File: config.mk
export PLATFORM = sky130hd
export DESIGN_NAME = front_back_insert_list_queue
export DESIGN_NICKNAME = d
export VERILOG_FILES = /design/src/hdl/fbilq_pkg.sv /design/src/hdl/front_back_insert_list_queue.sv /design/src/hdl/fbilq_ram.sv
export SDC_FILE = /design/constraint.sdc
export NUM_CORES = 2
export LEC_CHECK = 0
export ABC_AREA = 0
export BUFFER_PORTS_ARGS = -buffer_cell sky130_fd_sc_hd__buf_2
export CORE_MARGIN = 8
export CORE_UTILIZATION = 40
export CTS_BUF_LIST = sky130_fd_sc_hd__clkbuf_2 sky130_fd_sc_hd__clkbuf_4 sky130_fd_sc_hd__clkbuf_8
export DETAILED_ROUTE_END_ITERATION = 6
export PLACE_DENSITY = 0.54
export SETUP_SLACK_MARGIN = 0.4
export SLEW_MARGIN = 20
export SYNTH_ARGS = -nofsm -noshare
export SYNTH_HDL_FRONTEND = slang
export SYNTH_SLANG_ARGS = --single-unit
File: constraint.sdc
create_clock -name clk -period 4.9 [get_ports clk]
set_input_delay 0.245 -clock clk [delete_from_list [all_inputs] [get_ports clk]]
set_output_delay 0.245 -clock clk [all_outputs]
set_load 0.005 [all_outputs]
File: src/hdl/fbilq_pkg.sv
`timescale 1ns / 1ps

package fbilq_pkg;

	// Default store depth
	localparam int DEPTH_DEF = 64;

	// Word width of stored elements and result data
	localparam int WORD_W = 32;
	localparam int CMD_W  = 3;
	localparam int STAT_W = 2;

	// Command codes
	localparam logic [CMD_W-1:0] CMD_EMPTY     = 3'd0;
	localparam logic [CMD_W-1:0] CMD_PEEK      = 3'd1;
	localparam logic [CMD_W-1:0] CMD_INS_FRONT = 3'd2;
	localparam logic [CMD_W-1:0] CMD_POP       = 3'd3;
	localparam logic [CMD_W-1:0] CMD_DUMP      = 3'd4;
	localparam logic [CMD_W-1:0] CMD_INS_BACK  = 3'd5;

	// Result status codes
	localparam logic [STAT_W-1:0] STAT_OK    = 2'd0;
	localparam logic [STAT_W-1:0] STAT_EMPTY = 2'd1;
	localparam logic [STAT_W-1:0] STAT_FULL  = 2'd2;

	// Data returned with an empty status
	localparam logic [WORD_W-1:0] DATA_NONE = '1;

endpackage

File: src/hdl/front_back_insert_list_queue.sv
`timescale 1ns / 1ps

// Output-restricted deque of signed 32-bit words held in a circular buffer of
// DEPTH entries in one synchronous RAM. Words are inserted at the front (cmd 2)
// or the back (cmd 5) and removed only from the front (cmd 3); cmd 0 asks for
// emptiness, cmd 1 peeks the front, cmd 4 dumps every word front to back with
// tlast on the back word. Commands 6 and 7 are dropped. Inserts, the empty
// query, refused inserts, the dropped commands and any command on an empty list
// finish straight from the command; peek, pop and each dumped word wait for
// the registered read of the RAM, one read in flight at a time, and a stall
// on the output holds a dump between words. A new command is taken once the
// sequencer is idle and the output register is free or draining. The RAM is
// not cleared after reset: only entries written by an insert are ever read.
module front_back_insert_list_queue
	import fbilq_pkg::*;
#(
	parameter int DEPTH = DEPTH_DEF
) (
	input  logic              clk,
	input  logic              arst_n,
	input  logic              s_axis_tvalid,
	output logic              s_axis_tready,
	input  logic [31:0]       s_axis_tdata,   // [31:0] value
	input  logic [CMD_W-1:0]  s_axis_tuser,   // [2:0] cmd
	output logic              m_axis_tvalid,
	input  logic              m_axis_tready,
	output logic [31:0]       m_axis_tdata,   // [31:0] data
	output logic [STAT_W-1:0] m_axis_tuser,   // [1:0] status
	output logic              m_axis_tlast
);

	localparam int AW = $clog2(DEPTH);
	localparam int CW = $clog2(DEPTH + 1);
	localparam logic [AW-1:0] IDX_MAX  = AW'(DEPTH - 1);
	localparam logic [CW-1:0] CNT_FULL = CW'(DEPTH);
	localparam logic [CW:0]   SUM_WRAP = (CW + 1)'(DEPTH);

	// Sequencer states
	localparam logic [1:0] S_IDLE    = 2'd0;
	localparam logic [1:0] S_READ    = 2'd1;
	localparam logic [1:0] S_DUMP_RD = 2'd2;
	localparam logic [1:0] S_DUMP_WT = 2'd3;

	logic [1:0]        state_q;
	logic [AW-1:0]     front_q;
	logic [CW-1:0]     count_q;
	logic [AW-1:0]     dump_addr_q;
	logic [CW-1:0]     dump_left_q;
	logic              dump_last_q;

	logic              out_valid_q;
	logic [WORD_W-1:0] out_data_q;
	logic [STAT_W-1:0] out_stat_q;
	logic              out_last_q;

	logic              accept;
	logic              out_free;
	logic              empty;
	logic              full;
	logic [AW-1:0]     front_prev;
	logic [AW-1:0]     front_next;
	logic [AW-1:0]     dump_next;
	logic [CW:0]       back_sum;
	logic [AW-1:0]     back_addr;

	logic              ram_we;
	logic [AW-1:0]     ram_waddr;
	logic [AW-1:0]     ram_raddr;
	logic [WORD_W-1:0] ram_rdata;

	assign out_free      = !out_valid_q || m_axis_tready;
	assign s_axis_tready = (state_q == S_IDLE) && out_free;
	assign accept        = s_axis_tvalid && s_axis_tready;
	assign empty         = (count_q == '0);
	assign full          = (count_q == CNT_FULL);

	// Wrap the front pointer and the dump pointer around the ring
	assign front_prev = (front_q == '0) ? IDX_MAX : front_q - 1'b1;
	assign front_next = (front_q == IDX_MAX) ? '0 : front_q + 1'b1;
	assign dump_next  = (dump_addr_q == IDX_MAX) ? '0 : dump_addr_q + 1'b1;

	// Back slot: front plus count, folded once below DEPTH
	assign back_sum  = {{(CW + 1 - AW){1'b0}}, front_q} + {1'b0, count_q};
	assign back_addr = (back_sum >= SUM_WRAP) ? AW'(back_sum - SUM_WRAP) : AW'(back_sum);

	// RAM port control
	always_comb begin
		ram_we    = 1'b0;
		ram_waddr = back_addr;
		if (accept && !full) begin
			if (s_axis_tuser == CMD_INS_FRONT) begin
				ram_we    = 1'b1;
				ram_waddr = front_prev;
			end else if (s_axis_tuser == CMD_INS_BACK) begin
				ram_we    = 1'b1;
			end
		end
		ram_raddr = (state_q == S_IDLE) ? front_q : dump_addr_q;
	end

	fbilq_ram #(
		.WIDTH(WORD_W),
		.DEPTH(DEPTH)
	) u_store (
		.clk  (clk),
		.we   (ram_we),
		.waddr(ram_waddr),
		.wdata(s_axis_tdata),
		.raddr(ram_raddr),
		.rdata(ram_rdata)
	);

	// Sequencer and list pointers
	always_ff @(posedge clk or negedge arst_n) begin
		if (!arst_n) begin
			state_q     <= S_IDLE;
			front_q     <= '0;
			count_q     <= '0;
			dump_left_q <= '0;
			dump_last_q <= 1'b0;
			out_valid_q <= 1'b0;
		end else begin
			// drain the output word
			if (m_axis_tready) begin
				out_valid_q <= 1'b0;
			end
			unique case (state_q)
				S_IDLE: begin
					if (accept) begin
						unique case (s_axis_tuser)
							CMD_EMPTY: begin
								out_valid_q <= 1'b1;
							end
							CMD_PEEK: begin
								if (empty) begin
									out_valid_q <= 1'b1;
								end else begin
									state_q <= S_READ;
								end
							end
							CMD_POP: begin
								if (empty) begin
									out_valid_q <= 1'b1;
								end else begin
									state_q <= S_READ;
									front_q <= front_next;
									count_q <= count_q - 1'b1;
								end
							end
							CMD_DUMP: begin
								if (empty) begin
									out_valid_q <= 1'b1;
								end else begin
									state_q     <= S_DUMP_RD;
									dump_left_q <= count_q;
								end
							end
							CMD_INS_FRONT: begin
								if (full) begin
									out_valid_q <= 1'b1;
								end else begin
									front_q <= front_prev;
									count_q <= count_q + 1'b1;
								end
							end
							CMD_INS_BACK: begin
								if (full) begin
									out_valid_q <= 1'b1;
								end else begin
									count_q <= count_q + 1'b1;
								end
							end
							default: begin
							end
						endcase
					end
				end
				S_READ: begin
					out_valid_q <= 1'b1;
					state_q     <= S_IDLE;
				end
				S_DUMP_RD: begin
					// issue one read once the output register can take it
					if (out_free) begin
						dump_left_q <= dump_left_q - 1'b1;
						dump_last_q <= (dump_left_q == CW'(1));
						state_q     <= S_DUMP_WT;
					end
				end
				S_DUMP_WT: begin
					out_valid_q <= 1'b1;
					state_q     <= dump_last_q ? S_IDLE : S_DUMP_RD;
				end
				default: begin
					state_q <= S_IDLE;
				end
			endcase
		end
	end

	// Output word and dump pointer
	always_ff @(posedge clk) begin
		if (state_q == S_IDLE) begin
			dump_addr_q <= front_q;
		end else if (state_q == S_DUMP_RD && out_free) begin
			dump_addr_q <= dump_next;
		end
		if (accept) begin
			out_last_q <= 1'b1;
			case (s_axis_tuser)
				CMD_EMPTY: begin
					out_data_q <= empty ? WORD_W'(1) : '0;
					out_stat_q <= STAT_OK;
				end
				CMD_INS_FRONT, CMD_INS_BACK: begin
					out_data_q <= '0;
					out_stat_q <= STAT_FULL;
				end
				default: begin
					out_data_q <= DATA_NONE;
					out_stat_q <= STAT_EMPTY;
				end
			endcase
		end else if (state_q == S_READ) begin
			out_data_q <= ram_rdata;
			out_stat_q <= STAT_OK;
			out_last_q <= 1'b1;
		end else if (state_q == S_DUMP_WT) begin
			out_data_q <= ram_rdata;
			out_stat_q <= STAT_OK;
			out_last_q <= dump_last_q;
		end
	end

	assign m_axis_tvalid = out_valid_q;
	assign m_axis_tdata  = out_data_q;
	assign m_axis_tuser  = out_stat_q;
	assign m_axis_tlast  = out_last_q;

endmodule

File: src/hdl/fbilq_ram.sv
`timescale 1ns / 1ps

module fbilq_ram #(
	parameter int WIDTH = 32,
	parameter int DEPTH = 64
) (
	input  logic                     clk,
	input  logic                     we,
	input  logic [$clog2(DEPTH)-1:0] waddr,
	input  logic [WIDTH-1:0]         wdata,
	input  logic [$clog2(DEPTH)-1:0] raddr,
	output logic [WIDTH-1:0]         rdata
);

	logic [WIDTH-1:0] mem_q [DEPTH];

	// Write one entry, read one entry with a registered output
	always_ff @(posedge clk) begin
		if (we) begin
			mem_q[waddr] <= wdata;
		end
		rdata <= mem_q[raddr];
	end

endmodule
# == Yosys cells after proc, flatten, opt, wreduce, memory -nomap -nowiden ==
# Memories as Yosys holds them, arrays and structs flattened. A register that Yosys moved wholly into a read port is not among the register bits.
# Cells that the tools add are included.
# Widths: inputs -> output; s select.
# classes
magnitude_cmp,1
n_eq_ne,22
n_mux,47
add_sub_neg,8
n_reduce_logical,26
# op_table
op,count
$mux 32,3
$mux 6,11
$pmux 32 s2,1
$mux 7,6
$pmux 7 s2,2
$reduce_and 5->1,4
$mux 2,8
$sub 7x1->7 const B,2
$add 6x1->6 const B,2
$eq 6x6->1 const B,2
$ne 2x2->1 const B,6
$pmux 6 s2,1
$sub 6x1->6 const B,2
$mux 1,10
$add 6x7->8,1
$ge 8x7->1 const B,1
$pmux 2 s2,2
$pmux 2 s4,1
$reduce_bool 2->1,4
$reduce_or 2->1,4
$add 7x1->7 const B,1
$eq 7x1->1 const B,1
$eq 7x7->1 const B,1
$logic_not 7->1,1
other kinds (19),27
# totals
ff_bits,65
n_memories,1
mem_bits_rw,2048
out_inout_bits,37
# memory_table
name,words,word_bits,read_ports,rd_clocked_by_memory_dff,write_ports,line,rtl
u_store.mem_q,64,32,1,1,1,fbilq_ram.sv:15,logic [WIDTH-1:0] mem_q [DEPTH];

# == Longest topological paths before layout ==
# depth
word_depth,8
mapped_depth,12
depth_no_buf,11

# == Modules after synthesis ==
# A second synthesis with hierarchy kept.
# hier_totals
hier_cells,3704
area_unflattened_um2,82460.3
# modules_own_cells
module,seq_area_each_um2,area_per_inst_um2,cells_each,n_inst
fbilq_ram,62139.6,78515.3,3324,1
front_back_insert_list_queue,1821.7,3945.0,380,1

# == Worst setup path after synthesis ==
# Ideal clock, no wire load.
# synth_path
path_type,flip-flop to flip-flop
from,register front_q[0]
to,memory u_store.mem_q[60][0] (enable)
stages_incl_launch_ff,10
setup_ps,461
arrival_ps,4594
t_required_ps,4439
setup_slack_ps,-155
period_less_slack_ps,5055
path_cell_list,dfrtp_1 buf_2 inv_1 ha_1 or3b_1 o21a_1 a21o_1 mux2i_1 nand4_2 nor3_1
# synth_between
elab_chain_len,5
# synth_rtl
item,line,rtl
from (decl),front_back_insert_list_queue.sv:45,logic [AW-1:0] front_q;
from (signal assigned),front_back_insert_list_queue.sv:146,front_q <= front_next;
from (signal assigned),front_back_insert_list_queue.sv:162,front_q <= front_prev;
$add 6x7->8,front_back_insert_list_queue.sv:83,"assign back_sum = {{(CW + 1 - AW){1'b0}}, front_q} + {1'b0, count_q};"
$ge 8x7->1 or $sub 6x1->6 (tied branches),front_back_insert_list_queue.sv:84,assign back_addr = (back_sum >= SUM_WRAP) ? AW'(back_sum - SUM_WRAP) : AW'(back_sum);
$mux 6,front_back_insert_list_queue.sv:84,
$mux 6,front_back_insert_list_queue.sv:91,if (s_axis_tuser == CMD_INS_FRONT) begin
$mux 6 *,front_back_insert_list_queue.sv:90,if (accept && !full) begin
to (decl),fbilq_ram.sv:15,
# Mark *: on every way between the ends. The rest lies on a longest branch, timed or not.

# == Final worst setup path ==
# layout_path
from,register state_q[0]
to,"register u_store.rdata[5], read port of u_store.mem_q"
# layout_between
elab_chain_len,2
# layout_rtl
item,line,rtl
from (decl),front_back_insert_list_queue.sv:44,logic [1:0] state_q;
from (signal assigned),front_back_insert_list_queue.sv:192,state_q <= dump_last_q ? S_IDLE : S_DUMP_RD;
$logic_not 2->1,front_back_insert_list_queue.sv:98,ram_raddr = (state_q == S_IDLE) ? front_q : dump_addr_q;
$mux 6,front_back_insert_list_queue.sv:98,
to (decl),fbilq_ram.sv:12,output logic [WIDTH-1:0] rdata
# Every way passes these cells.
# A chain may end at the register's enable or synchronous reset.

==> metrics.md <==
| Metric | Value |
|---|---|
| P_leak | 33.2 nW |
| Type of destination of the critical path | register |
| Part of the cycle the worst path needs | 85.5% |
| Maximum clock rate | 239 MHz |
| Final Hold Fails | 0 |
| Clock Skew | 0.152 ns |
| Pin count of the biggest net entering global routing | 106 |
| Worst r2r path cells | 10 |
| Crit path buf inv count | 4 |
| Longest Clk Path Bufs | 4 |
| First-pass GRT wire length | 376000 um |
| GP Congestion | 0.863 |
| Starting density of the core | 40.1% |
| Root Driver | clkbuf_8 |
| CP max FO | 24 |
| Count of max-cap constraint violations | 0 |
| Synthesis Warnings | 0 |
| Startpoint class of the critical path | register |
| Initial antenna violation count | 17 |
| Max Slew Vio Count | 0 |
| #FFs+latches synth | 2145 |
| CTS tree | done |
| # IOs | 76 |
| PD cells | 613 mW/mm2 |
| Row count | 170 |
| Critical path required time | 5.79 ns |
| Mapped Area | 0.0859 mm2 |
| Port-buffer cells | 75 |
| Crit-path slowest cell | a31oi_2 |
| Critical Path AT | 5.08 ns |
| Relative slew slack | 18.4% |
| Routed len/inst | 31.7 um |
| Overall Power | 60.7 mW |
| # DRC | 0 |
| Number of detailed-route iterations in the first pass | 5 |
| Clock transition at the registers of the reported paths | 0.06 ns |
| Clock Sinks | 2145 |
| Part of the Yosys area used for sequential elements | 74.5% |
| Drt total wl | 268000 um |
| Final-report setup violation count | 0 |
| Crit path kind | register to register |
| Via/cell ratio | 5.94 |
| Core Footprint | 0.214 mm2 |
| Avg Inst Size Synth | 17.6 um2 |
| Slew of the pin with the lowest slew margin | 1.21 ns |
| Post-DP HPWL | 160000 um |
| RSZ-0062 raised after global routing | no |
| Tightest hold margin | 0.170 ns |
| GRT Total Usage | 22.7% |
| DR iter-0 viols | 6755 |
| Total number of vias | 50200 |
| Yosys cell types | 78 |
| CP peak stage delay | 0.62 ns |
| Die area | 0.230 mm2 |
| H-Tree Depth | 5 |
| HP Class | input pin to asynchronous set/reset pin |
| Critical path cell sequence | buf_4 > or3b_2 > o21ai_4 > buf_12 > buf_12 > buf_4 > mux4_2 > a22o_1 > a31oi_2 > nand4_1 |
| Die X-Extent | 479 um |
| Postcts setup bufs | 0 |
| Status | finished clean |
| VDD IR max | 0.530 mV |
| Crit path time final | 4.19 ns |
| Total Nets Final | 5407 |
| GRT overflow | 0 |
| Syn nets | 4945 |
| Layout cell share with drive strength beyond 1 | 22.6% |
| Post-DRT Antenna Nets | 0 |
| P&R area growth vs syn | 15.3% |
| Async set or reset register ratio after synthesis | 1.12% |
| Vias in the first global route | 48300 |
| Crit path max-delay family | compound AO/OA/AOI/OAI gates |
| Post-Synthesis Cells | 4888 |
| Number of synthesized flops with an enable pin | 2088 |
| CP Depth | 10 |
| Die height | 479 um |
| Worst-skew pair later-pin latency | 1.11 ns |
| Top FF cell, synth | edfxtp_1 |
| CTS Buf Count | 374 |
synth_stat cells, types with 15 or more instances:
cell type	number	area, um2
nor4_1	70	438
a211oi_1	160	1200
a21oi_1	47	235
buf_1	21	78.8
nand2_1	216	811
and3_1	146	913
nor2_1	176	661
a22o_1	60	526
dfrtp_1	24	601
mux2i_1	503	5030
buf_2	78	390
clkbuf_1	199	747
nand4_1	19	119
a2111oi_0	19	166
o22ai_1	50	313
a32oi_1	67	587
o21ai_0	100	500
buf_4	35	263
nor2b_1	33	206
dfxtp_1	33	661
nor3_1	121	606
mux4_2	208	4680
o32ai_1	40	350
a21o_1	37	278
a31oi_1	39	244
a22oi_1	15	113
a311o_1	24	240
nand3_1	31	155
ha_1	16	200
edfxtp_1	2088	62700
o21a_1	16	120
final timing paths:
path | from | endpoint | slack [ns]
max | state_q[0] | u_store.rdata[5] | 0.71
max in group asynchronous | arst_n | front_q[0] | 4.44
min in group clk | s_axis_tdata[13] | u_store.mem_q[31][13] | 0.23
min | arst_n | count_q[4] | 0.17
max reg2reg | state_q[0] | u_store.rdata[5] | 0.71
min reg2reg | dump_left_q[5] | dump_left_q[5] | 0.50
state kept, by name, summed over array words and instances, names as in the netlist, 2 cells and up:
name,cells
u_store.rdata,32
dump_left_q,7
state_q,2
m_axis_tdata,32
m_axis_tuser,2
front_q,6
u_store.mem_q,2048
dump_addr_q,6
count_q,7
repair_timing:
action                                   CTS  global route
endpoints found under the setup margin     0             1
endpoints found under the hold margin   1864             0
gates resized for setup                    0             1
hold buffers                              47             0
worst register-to-register path, cell delays in order, from the launching register on:
cell     delay, ns
dfrtp_1       0.58
buf_4         0.30
or3b_2        0.50
o21ai_4       0.34
buf_12        0.31
buf_12        0.24
buf_4         0.27
mux4_2        0.31
a22o_1        0.45
a31oi_2       0.63
nand4_1       0.15
cells by family after synthesis:
kind of cell	after synthesis	synth area share, %
buffers and inverters	355	1.89
AOI/OAI and AO/OA	747	6.45
adders and majority gates	18	0.280
DFF	2145	74.5
xor gates and xnor gates	15	0.153
muxes	721	11.4
and+or+nand+nor	887	5.33
cell type report:
| type | instances | area [um2] |
|---|---|---|
| antenna | 15 | 37.5 |
| clock buffer | 514 | 6260 |
| clock inverter | 119 | 573 |
| fill | 18300 | 115000 |
| inverter | 14 | 52.6 |
| multi-input combinational | 2388 | 20900 |
| sequential | 2145 | 64000 |
| tap | 2838 | 3550 |
| timing repair buffer | 427 | 3680 |
metrics by stage:
| step | TNS (ns) | utilization, % | setup slack [ns] | instances | instance area [um2] |
|---|---|---|---|---|---|
| after floorplan | -110.57 | - | -0.155 | 4888 | 86000 |
| after global placement | -0.644 | 42.8 | -0.644 | 7764 | 91600 |
| after detailed placement | 0 | 42.8 | 0.453 | 7765 | 91700 |
| after CTS | 0 | 46.3 | 0.455 | 8445 | 99000 |
| after global routing | 0 | 46.3 | 0.563 | 8452 | 99000 |
| final | 0 | 46.3 | 0.713 | 8460 | 99100 |
report_power, final:
group	switching [mW]	internal [mW]
Sequential	0.478	20.9
Combinational	15.4	8.51
Clock	7.15	8.29
Total	23.1	37.7
cells in the final DEF, fill, tap and decap left out, types with 13 or more instances in the layout:
cell type	instances
nand2_1	215
clkbuf_8	384
a32oi_1	67
a32o_1	14
and3_1	146
dfxtp_1	33
a21oi_1	47
a21o_1	37
buf_2	75
ha_1	16
clkinv_2	28
a31oi_1	37
nor3_1	56
nand2b_1	13
dlygate4sd3_1	46
inv_1	14
nand3_1	31
diode_2	15
o21a_1	13
a22oi_1	14
nor2_1	172
clkbuf_4	130
mux2i_1	502
clkinv_1	80
mux4_2	208
a22o_1	59
buf_4	262
buf_12	44
o21ai_0	96
nand4_1	19
dfrtp_1	23
a311o_1	24
nand4b_1	14
o22ai_1	50
nor2b_1	32
a211oi_1	159
edfxtp_1	2088
nor4_1	68
o32ai_1	40
nor3_2	53
metal layers:
metal / vias to the layer above / wire length (um) / share of wire, % / GRT usage (%)
li1: 20900 / - / - / -
met1: 26500 / 117000 / 44 / 33.7
met2: 2505 / 119000 / 44 / 33.7
met3: 365 / 24400 / 9.1 / 4.64
met4: 0 / 8030 / 3.0 / 6.98
met5: - / 0 / 0 / 0
(Power assumes the default switching activity.)
